===== src/sv/xwb_pkg.sv =====
// ----------------------------------------------------------------------------
// xwb_pkg
// Shared types and constants of the weight binariser.
// ----------------------------------------------------------------------------
package xwb_pkg;

	localparam int WEIGHT_W = 16;
	localparam int REG_W    = 13;
	localparam int ALPHA_W  = 15;

	localparam logic [ALPHA_W-1:0] ALPHA_MAX = 15'h7FFF;

	// configuration register indexes
	localparam logic [0:0] REG_FILTER_SIZE  = 1'b0;
	localparam logic [0:0] REG_FILTER_COUNT = 1'b1;

	localparam logic [REG_W-1:0] FILTER_SIZE_RST  = 13'd9;
	localparam logic [REG_W-1:0] FILTER_COUNT_RST = 13'd1;

	typedef struct packed {
		logic positive;
		logic last_of_filter;
		logic last_of_layer;
	} xwb_flags_t;

	typedef enum logic [1:0] {
		BK_IDLE,
		BK_DIV,
		BK_DONE
	} xwb_back_state_t;

endpackage


===== src/sv/xwb_front.sv =====
// ----------------------------------------------------------------------------
// xwb_front
// Accepts weights, classifies sign, accumulates magnitudes and tracks the
// element and filter positions; pushes one entry per weight to the queue.
// ----------------------------------------------------------------------------
module xwb_front import xwb_pkg::*; #(
	parameter int MAX_FILTER_SIZE = 4096,
	parameter int MAX_FILTERS     = 4096,
	localparam int ZW = $clog2(MAX_FILTER_SIZE + 1),
	localparam int CZ = $clog2(MAX_FILTERS + 1),
	localparam int EW = (MAX_FILTER_SIZE > 1) ? $clog2(MAX_FILTER_SIZE) : 1,
	localparam int FW = (MAX_FILTERS > 1) ? $clog2(MAX_FILTERS) : 1,
	localparam int SW = WEIGHT_W + $clog2(MAX_FILTER_SIZE)
) (
	input  logic                clk,
	input  logic                arst_n,
	input  logic                cfg_we,
	input  logic [0:0]          cfg_addr,
	input  logic [REG_W-1:0]    cfg_data,
	input  logic [WEIGHT_W-1:0] weight,
	input  logic                weight_valid,
	output logic                weight_ready,
	output logic                push,
	output xwb_flags_t          push_flags,
	output logic [SW-1:0]       push_sum,
	output logic [ZW-1:0]       push_size,
	input  logic                q_full
);

	logic [REG_W-1:0]    filter_size_q;
	logic [REG_W-1:0]    filter_count_q;
	logic [SW-1:0]       sum_q;
	logic [EW-1:0]       elem_q;
	logic [FW-1:0]       filt_q;
	logic [ZW-1:0]       size_eff;
	logic [CZ-1:0]       count_eff;
	logic [WEIGHT_W-1:0] mag;
	logic [SW-1:0]       sum_next;
	logic                end_filter;
	logic                end_layer;
	logic                accept;

	always_ff @(posedge clk or negedge arst_n) begin
		if (!arst_n) begin
			filter_size_q  <= FILTER_SIZE_RST;
			filter_count_q <= FILTER_COUNT_RST;
		end else if (cfg_we) begin
			case (cfg_addr)
				REG_FILTER_SIZE:  filter_size_q  <= cfg_data;
				REG_FILTER_COUNT: filter_count_q <= cfg_data;
				default: ;
			endcase
		end
	end

	always_comb begin
		if (filter_size_q == '0) begin
			size_eff = ZW'(1);
		end else if (32'(filter_size_q) > 32'(MAX_FILTER_SIZE)) begin
			size_eff = ZW'(MAX_FILTER_SIZE);
		end else begin
			size_eff = ZW'(filter_size_q);
		end
		if (filter_count_q == '0) begin
			count_eff = CZ'(1);
		end else if (32'(filter_count_q) > 32'(MAX_FILTERS)) begin
			count_eff = CZ'(MAX_FILTERS);
		end else begin
			count_eff = CZ'(filter_count_q);
		end
	end

	assign mag        = weight[WEIGHT_W-1] ? (~weight + WEIGHT_W'(1)) : weight;
	assign sum_next   = sum_q + SW'(mag);
	assign end_filter = (32'(elem_q) + 32'd1) >= 32'(size_eff);
	assign end_layer  = end_filter && ((32'(filt_q) + 32'd1) >= 32'(count_eff));

	assign weight_ready = !q_full;
	assign accept       = weight_valid && !q_full;

	assign push                      = accept;
	assign push_flags.positive       = !weight[WEIGHT_W-1] && (weight != '0);
	assign push_flags.last_of_filter = end_filter;
	assign push_flags.last_of_layer  = end_layer;
	assign push_sum                  = sum_next;
	assign push_size                 = size_eff;

	always_ff @(posedge clk or negedge arst_n) begin
		if (!arst_n) begin
			sum_q  <= '0;
			elem_q <= '0;
			filt_q <= '0;
		end else if (accept) begin
			if (end_filter) begin
				sum_q  <= '0;
				elem_q <= '0;
				if (end_layer) begin
					filt_q <= '0;
				end else begin
					filt_q <= filt_q + FW'(1);
				end
			end else begin
				sum_q  <= sum_next;
				elem_q <= elem_q + EW'(1);
			end
		end
	end

endmodule


===== src/sv/xwb_queue.sv =====
// ----------------------------------------------------------------------------
// xwb_queue
// Short first-in first-out queue between the front and back parts.
// ----------------------------------------------------------------------------
module xwb_queue import xwb_pkg::*; #(
	parameter int DW    = 8,
	parameter int DEPTH = 4,
	localparam int PW = (DEPTH > 1) ? $clog2(DEPTH) : 1
) (
	input  logic          clk,
	input  logic          arst_n,
	input  logic          push,
	input  logic [DW-1:0] push_data,
	output logic          full,
	output logic          valid,
	input  logic          pop,
	output logic [DW-1:0] data
);

	logic [DW-1:0] mem_q [DEPTH];
	logic [PW-1:0] wr_ptr_q;
	logic [PW-1:0] rd_ptr_q;
	logic [PW:0]   cnt_q;

	assign full  = (32'(cnt_q) == DEPTH);
	assign valid = (cnt_q != '0);
	assign data  = mem_q[rd_ptr_q];

	always_ff @(posedge clk) begin
		if (push) begin
			mem_q[wr_ptr_q] <= push_data;
		end
	end

	always_ff @(posedge clk or negedge arst_n) begin
		if (!arst_n) begin
			wr_ptr_q <= '0;
			rd_ptr_q <= '0;
			cnt_q    <= '0;
		end else begin
			if (push) begin
				wr_ptr_q <= (32'(wr_ptr_q) == DEPTH - 1) ? '0 : wr_ptr_q + PW'(1);
			end
			if (pop) begin
				rd_ptr_q <= (32'(rd_ptr_q) == DEPTH - 1) ? '0 : rd_ptr_q + PW'(1);
			end
			if (push && !pop) begin
				cnt_q <= cnt_q + (PW+1)'(1);
			end else if (pop && !push) begin
				cnt_q <= cnt_q - (PW+1)'(1);
			end
		end
	end

endmodule


===== src/sv/xwb_back.sv =====
// ----------------------------------------------------------------------------
// xwb_back
// Drains the queue into the output register; a filter's final entry runs
// a restoring divider, one quotient bit a cycle, to form alpha.
// ----------------------------------------------------------------------------
module xwb_back import xwb_pkg::*; #(
	parameter int MAX_FILTER_SIZE = 4096,
	localparam int ZW = $clog2(MAX_FILTER_SIZE + 1),
	localparam int SW = WEIGHT_W + $clog2(MAX_FILTER_SIZE),
	localparam int NW = $clog2(SW)
) (
	input  logic               clk,
	input  logic               arst_n,
	input  logic               q_valid,
	input  xwb_flags_t         q_flags,
	input  logic [SW-1:0]      q_sum,
	input  logic [ZW-1:0]      q_size,
	output logic               pop,
	output logic               out_valid,
	input  logic               out_ready,
	output logic               out_positive,
	output logic [ALPHA_W-1:0] out_alpha,
	output logic               out_last_of_filter,
	output logic               out_last_of_layer
);

	xwb_back_state_t    state_q;
	xwb_back_state_t    state_d;
	logic               out_valid_q;
	xwb_flags_t         out_flags_q;
	logic [ALPHA_W-1:0] out_alpha_q;
	xwb_flags_t         div_flags_q;
	logic [SW-1:0]      quo_q;
	logic [ZW-1:0]      rem_q;
	logic [ZW-1:0]      div_q;
	logic [NW-1:0]      cnt_q;
	logic [ZW:0]        trial;
	logic               take;
	logic [ZW:0]        trial_sub;
	logic [ALPHA_W-1:0] alpha_sat;
	logic               out_free;
	logic               out_load;
	logic               from_div;
	logic               div_load;
	logic               div_step;

	assign out_free  = !out_valid_q || out_ready;
	assign trial     = {rem_q, quo_q[SW-1]};
	assign take      = trial >= {1'b0, div_q};
	assign trial_sub = trial - {1'b0, div_q};
	assign alpha_sat = (quo_q > SW'(ALPHA_MAX)) ? ALPHA_MAX : quo_q[ALPHA_W-1:0];

	// next state
	always_comb begin
		state_d = state_q;
		case (state_q)
			BK_IDLE: begin
				if (q_valid && q_flags.last_of_filter) begin
					state_d = BK_DIV;
				end
			end
			BK_DIV: begin
				if (cnt_q == '0) begin
					state_d = BK_DONE;
				end
			end
			BK_DONE: begin
				if (out_free) begin
					state_d = BK_IDLE;
				end
			end
			default: state_d = BK_IDLE;
		endcase
	end

	// state outputs
	always_comb begin
		pop      = 1'b0;
		out_load = 1'b0;
		from_div = 1'b0;
		div_load = 1'b0;
		div_step = 1'b0;
		case (state_q)
			BK_IDLE: begin
				if (q_valid) begin
					if (q_flags.last_of_filter) begin
						pop      = 1'b1;
						div_load = 1'b1;
					end else if (out_free) begin
						pop      = 1'b1;
						out_load = 1'b1;
					end
				end
			end
			BK_DIV: div_step = 1'b1;
			BK_DONE: begin
				if (out_free) begin
					out_load = 1'b1;
					from_div = 1'b1;
				end
			end
			default: ;
		endcase
	end

	always_ff @(posedge clk or negedge arst_n) begin
		if (!arst_n) begin
			state_q     <= BK_IDLE;
			out_valid_q <= 1'b0;
		end else begin
			state_q <= state_d;
			if (out_load) begin
				out_valid_q <= 1'b1;
			end else if (out_ready) begin
				out_valid_q <= 1'b0;
			end
		end
	end

	always_ff @(posedge clk) begin
		if (out_load) begin
			out_flags_q <= from_div ? div_flags_q : q_flags;
			out_alpha_q <= from_div ? alpha_sat : '0;
		end
		if (div_load) begin
			div_flags_q <= q_flags;
			quo_q       <= q_sum;
			div_q       <= q_size;
			rem_q       <= '0;
			cnt_q       <= NW'(SW - 1);
		end else if (div_step) begin
			quo_q <= {quo_q[SW-2:0], take};
			rem_q <= take ? trial_sub[ZW-1:0] : trial[ZW-1:0];
			cnt_q <= cnt_q - NW'(1);
		end
	end

	assign out_valid          = out_valid_q;
	assign out_positive       = out_flags_q.positive;
	assign out_alpha          = out_alpha_q;
	assign out_last_of_filter = out_flags_q.last_of_filter;
	assign out_last_of_layer  = out_flags_q.last_of_layer;

endmodule


===== src/sv/xnor_weight_binarizer.sv =====
// Path: a weight's result passes through the queue and the output register; a
// filter's final weight also passes through the 28-step bit-serial divider.
// Throughput: one word per cycle inside a filter while the queue is not full;
// each filter end holds the back part while the divider runs, so once the
// four-entry queue fills the input stalls.
// Reset: counters and running sum clear, filter_size 9, filter_count 1.
// ----------------------------------------------------------------------------
// xnor_weight_binarizer
// Weight binariser: sign bit per weight and mean absolute value per filter.
// ----------------------------------------------------------------------------
module xnor_weight_binarizer import xwb_pkg::*; #(
	parameter int MAX_FILTER_SIZE = 4096,
	parameter int MAX_FILTERS     = 4096,
	localparam int ZW = $clog2(MAX_FILTER_SIZE + 1),
	localparam int SW = WEIGHT_W + $clog2(MAX_FILTER_SIZE),
	localparam int QW = 3 + SW + ZW
) (
	input  logic             clk,
	input  logic             arst_n,
	input  logic             cfg_we,
	input  logic [0:0]       cfg_addr,
	input  logic [REG_W-1:0] cfg_data,
	input  logic             s_axis_tvalid,
	output logic             s_axis_tready,
	input  logic [15:0]      s_axis_tdata,   // weight
	output logic             m_axis_tvalid,
	input  logic             m_axis_tready,
	output logic [15:0]      m_axis_tdata,   // positive, alpha
	output logic             m_axis_tlast,   // last_of_filter
	output logic             m_axis_tuser    // last_of_layer
);

	logic               push;
	xwb_flags_t         push_flags;
	logic [SW-1:0]      push_sum;
	logic [ZW-1:0]      push_size;
	logic               q_full;
	logic               q_valid;
	logic               pop;
	logic [QW-1:0]      q_data;
	xwb_flags_t         q_flags;
	logic               out_positive;
	logic [ALPHA_W-1:0] out_alpha;

	xwb_front #(
		.MAX_FILTER_SIZE(MAX_FILTER_SIZE),
		.MAX_FILTERS    (MAX_FILTERS)
	) u_front (
		.clk         (clk),
		.arst_n      (arst_n),
		.cfg_we      (cfg_we),
		.cfg_addr    (cfg_addr),
		.cfg_data    (cfg_data),
		.weight      (s_axis_tdata),
		.weight_valid(s_axis_tvalid),
		.weight_ready(s_axis_tready),
		.push        (push),
		.push_flags  (push_flags),
		.push_sum    (push_sum),
		.push_size   (push_size),
		.q_full      (q_full)
	);

	xwb_queue #(
		.DW   (QW),
		.DEPTH(4)
	) u_queue (
		.clk      (clk),
		.arst_n   (arst_n),
		.push     (push),
		.push_data({push_flags, push_sum, push_size}),
		.full     (q_full),
		.valid    (q_valid),
		.pop      (pop),
		.data     (q_data)
	);

	assign q_flags = q_data[QW-1 -: 3];

	xwb_back #(
		.MAX_FILTER_SIZE(MAX_FILTER_SIZE)
	) u_back (
		.clk               (clk),
		.arst_n            (arst_n),
		.q_valid           (q_valid),
		.q_flags           (q_flags),
		.q_sum             (q_data[ZW +: SW]),
		.q_size            (q_data[ZW-1:0]),
		.pop               (pop),
		.out_valid         (m_axis_tvalid),
		.out_ready         (m_axis_tready),
		.out_positive      (out_positive),
		.out_alpha         (out_alpha),
		.out_last_of_filter(m_axis_tlast),
		.out_last_of_layer (m_axis_tuser)
	);

	assign m_axis_tdata = {out_alpha, out_positive};

`ifndef SYNTH
	a_layer_ends_filter: assert property (@(posedge clk) disable iff (!arst_n)
		m_axis_tvalid && m_axis_tuser |-> m_axis_tlast)
		else $error("layer end without filter end");

	a_alpha_only_at_end: assert property (@(posedge clk) disable iff (!arst_n)
		m_axis_tvalid && !m_axis_tlast |-> m_axis_tdata[15:1] == '0)
		else $error("alpha set inside a filter");

	a_sign_of_zero: assert property (@(posedge clk) disable iff (!arst_n)
		s_axis_tvalid && s_axis_tready && s_axis_tdata == '0 |-> !push_flags.positive)
		else $error("zero weight classed positive");
`endif

endmodule


===== config.mk =====
export PLATFORM = sky130hd
export DESIGN_NAME = xnor_weight_binarizer
export DESIGN_NICKNAME = d
export VERILOG_FILES = /design/src/sv/xwb_pkg.sv /design/src/sv/xwb_front.sv /design/src/sv/xwb_queue.sv /design/src/sv/xwb_back.sv /design/src/sv/xnor_weight_binarizer.sv
export SDC_FILE = /design/constraint.sdc
export NUM_CORES = 1
export LEC_CHECK = 0
export BUFFER_PORTS_ARGS = -buffer_cell sky130_fd_sc_hd__buf_2
export CAP_MARGIN = 20
export CORE_ASPECT_RATIO = 0.75
export CORE_MARGIN = 10
export CORE_UTILIZATION = 55
export CTS_CLUSTER_DIAMETER = 200
export DETAILED_ROUTE_END_ITERATION = 8
export PLACE_DENSITY = 0.7
export SETUP_SLACK_MARGIN = 0.05
export SLEW_MARGIN = 20
export SYNTH_ARGS = -nofsm -noshare
export SYNTH_HDL_FRONTEND = slang
export SYNTH_SLANG_ARGS = --single-unit

===== constraint.sdc =====
create_clock -name clk -period 3.63 [get_ports clk]
set_clock_uncertainty 0.2 [all_clocks]
set_input_delay 0.726 -clock clk [delete_from_list [all_inputs] [get_ports clk]]
set_output_delay 0.726 -clock clk [all_outputs]
set_load 0.01 [all_outputs]

==> out/results.txt <==
Status: finished with violations
Failing checks: setup timing
Crit-path most repeated cell: buf_6
DR iter-0 viols: 1107
Non-Filler Instances: 1823
Largest net degree at the start of global routing: 70
Io pins: 55
Layout area overhead: 19.0%
Yosys warns: 0
Switching fraction of total power: 34.6%
Top FF cell, synth: edfxtp_1
Cell count after synthesis: 1243
EDFF count, synth: 238
Initial Util: 55.8%
Die ar.: 36800 µm²
Static Leak: 7.51 nW
Die Ht: 169 µm
H-tree Lvls: 2
Mapped Nets: 1347
Internal: 10.6 mW
Placer congestion estimate: 0.873
Final core occ: 66.4%
Final worst path period share: 101%
Clock sink count: 344
Bufs on Longest Clock Path: 3
Inst Count DP: 1752
Routed via count: 10.6k
Fillers: 2113
Hold Path Class: in -> async
# hold bufs at CTS: 0
Vias in the first global route: 10.5k
Worst path bufs/invs: 3
Avg WL per Cell: 19.7 µm
Share of the synthesized area in the top cell type: 44.1%
Async S/R FF share, synth: 25.6%
# rows: 54
Number of setup violations in the final report: 6
CP peak stage delay: 0.52 ns
Tot GR Track Use: 19.5%
Slowest cell on crit path: or4_4
Critical Path Source Type: primary input
Crit-path leading delay family: simple AND/OR/NAND/NOR gates
Cts bufs inserted: 34
Latest clock arrival within the worst-skew pair: 0.54 ns
Layout cells sized above 1: 28.1%
Final Max Slew Viols: 0
WP data required: 3.70 ns
Synthesized cell area: 16200 µm²
Tmin final: 3.67 ns
Synthesis-stage register bit count: 344
Crit path kind: in -> reg
Register area share after synthesis: 59.9%
Crit-path cells: buf_6 -> or4_4 -> or3_4 -> o41ai_4 -> xnor2_1 -> ha_1 -> buf_6 -> a21oi_4 -> o21ai_2 -> a21oi_2 -> nor3_2 -> a31oi_4 -> buf_4 -> nor2_4 -> xor2_2
Residual DRC: 0
Vias per Instance: 5.83
ANT cells: 0
First-pass GRT wire length: 57.5 mm
Final Hold Fails: 0
Routed Antenna Nets: 0
CTS root buffer: clkbuf_16
Flop pwr share: 39.7%
Post-layout worst setup margin: -0.0426 ns
CP endpoint kind: register
PortBufs: 54
Initial antenna violation count: 0
Count of maximum capacitance violations: 0
Clock Power Share: 21.3%
Top post-synthesis cells by area: edfxtp_1 (44%), dfrtp_1 (13%), mux4_2 (6.1%), ha_1 (5.1%), mux2_2 (4.0%)
Area leader, netlist: edfxtp_1
Die W: 218 µm
Max IR drop VDD: 0.000491 V
DPL Wire Length: 24.2 mm
Total power: 16.2 mW
Largest fanout on the critical path: 5
FMAX: 272 MHz
Core area: 29100 µm²
Yosys cell types: 69
Gr ovfl total: 0
Clk slew on worst S/H paths: 0.06 ns
Layout Nets: 1509
Combinational Power Share: 39.0%
Setup TNS: -0.188 ns
RSZ-0062 raised after global routing: yes
Syn avg cell area: 13.0 µm²
Power density over cell area: 841 nW/µm²
P_sw: 5.61 mW
Worst Max-Slew Pin Slew: 0.961 ns
Worst rel slew slack: 35.9%
First-pass DRT Iterations: 5
DRT Wirelength: 35.9 mm
Critical Path AT: 3.74 ns
TritonCTS clock tree: yes
## what timing repair did
item	4_1_cts	5_1_grt
pin swaps	1	19
gates resized for setup	4	73
setup endpoints to repair	20	105
cloned	0	1
setup buffers	3	5
## power by group through the flow
stage | Sequential, mW | Clock [mW] | Combinational [mW]
after global routing | 6.57 | 3.68 | 6.99
final | 6.45 | 3.46 | 6.33
after floorplan | 6.32 | 0 | 4.03
after CTS | 6.43 | 3.53 | 6.08
after detailed placement | 6.49 | 0 | 6.04
after global placement | 6.44 | 0 | 5.85
## metrics by stage
step	hold slack (ns)	area, µm²	worst slack (ns)
6_report	0.145	19300	-0.0426
5_1_grt	0.199	19300	-0.156
4_1_cts	0.175	18900	0.0326
3_5_place_dp	0.267	17700	-0.568
3_3_place_gp	0.257	17700	-0.447
2_1_floorplan	0.230	16300	-0.229
## logic make-up (layout without fill, tap and decap cells)
group	after synthesis	in the layout	share of synthesized area (%)
buf+inv	94	282	2.34
simple gates	373	373	10.6
compound gates	187	187	7.52
mux	103	103	10.2
fa+ha+maj	69	69	5.46
flops	344	344	59.9
xor+xnor	73	73	3.94
## state kept, by name (all words and copies together) (netlist names), 2 cells and up
register / flops
u_back.quo_q: 28
u_queue.wr_ptr_q: 2
u_back.rem_q: 13
u_back.state_q: 2
u_queue.mem_q: 176
u_front.elem_q: 12
u_queue.cnt_q: 3
u_back.div_flags_q: 3
u_back.cnt_q: 5
u_queue.rd_ptr_q: 2
u_front.filter_count_q: 13
u_front.filt_q: 12
u_back.div_q: 13
u_front.sum_q: 28
u_back.out_alpha: 15
u_front.filter_size_q: 13
## area by class of cell
type                            count  area, µm²  share of cell area, %
Clock buffer                       53        952                   4.94
Timing Repair Buffer              172       1220                   6.32
Inverter                           48        185                  0.960
Tap cell                          392        490                   2.54
Multi-Input combinational cell    805       6590                   34.1
Clock inverter                      9        144                  0.746
Sequential cell                   344       9720                   50.4
## synth_stat cells, types with 8 or more instances
library cell / number
clkbuf_1: 28
xor2_1: 28
o21ai_0: 48
nand2b_1: 11
nand4_1: 10
dfrtp_1: 85
and3_1: 17
o31ai_1: 14
o21ai_1: 11
inv_1: 45
buf_2: 9
a21oi_1: 39
or4_1: 8
dfxtp_1: 18
edfxtp_1: 238
mux4_2: 44
a211oi_1: 8
mux2_2: 57
nand2_1: 131
a22o_1: 9
nand3_1: 56
nor4_1: 9
ha_1: 66
or3_1: 11
nor3_1: 12
xnor2_1: 45
nor2_1: 86
nor2b_1: 10
## cell usage in the layout, fill, tap and decap left out, drive strengths merged, types with 11 or more instances in the layout
master  Yosys  layout
edfxtp    238     238
buf        18     171
nand2     131     131
nor2       87      87
dfrtp      85      85
ha         66      66
o21ai      60      60
mux2       57      57
nand3      56      56
clkbuf     28      54
inv        47      46
xnor2      45      45
mux4       44      44
a21oi      40      40
xor2       28      28
dfxtp      18      18
and3       17      17
o31ai      14      14
nor3       12      12
nand2b     11      11
or3        11      11
## metal layers
| metal | up-vias | GRT usage [%] | wire (µm) |
|---|---|---|---|
| met5 | - | 0 | 0 |
| met3 | 50 | 3.19 | 2630 |
| li1 | 4969 | - | - |
| met1 | 5258 | 29.8 | 17100 |
| met4 | 0 | 4.82 | 617 |
| met2 | 351 | 28.4 | 15600 |
## final timing paths
| check | start | to | slack (ns) | cells after the start |
|---|---|---|---|---|
| max in group asynchronous | arst_n | u_front.sum_q[14]$_DFFE_PN0P_ | 2.31 | 2 |
| setup reg to reg | u_front.filter_size_q[1]$_DFFE_PN0P_ | u_front.sum_q[25]$_DFFE_PN0P_ | 0.07 | 12 |
| hold / removal | arst_n | u_front.filter_count_q[4]$_DFFE_PN0P_ | 0.15 | 1 |
| setup / recovery | s_axis_tdata[9] | u_queue.mem_q[1][36]$_DFFE_PP_ | -0.04 | 15 |
| min in group clk | cfg_data[8] | u_front.filter_count_q[8]$_DFFE_PN0P_ | 0.24 | 2 |
| hold reg to reg | u_back.rem_q[12]$_SDFFE_PP0P_ | u_back.rem_q[12]$_SDFFE_PP0P_ | 0.27 | 2 |
## worst reg2reg max path: stages, from the launching register on
cell and delay [ns]:
dfrtp_1 0.40, nor4_1 0.37, a31oi_1 0.16, nor2_2 0.18, ha_1 0.25, nand2b_1 0.14
a2111oi_1 0.47, o311a_1 0.25, o21a_4 0.17, nand2_2 0.12, buf_4 0.19, or4_1 0.46
o211ai_1 0.11
No activity file was read; power rests on OpenSTA's default activity.
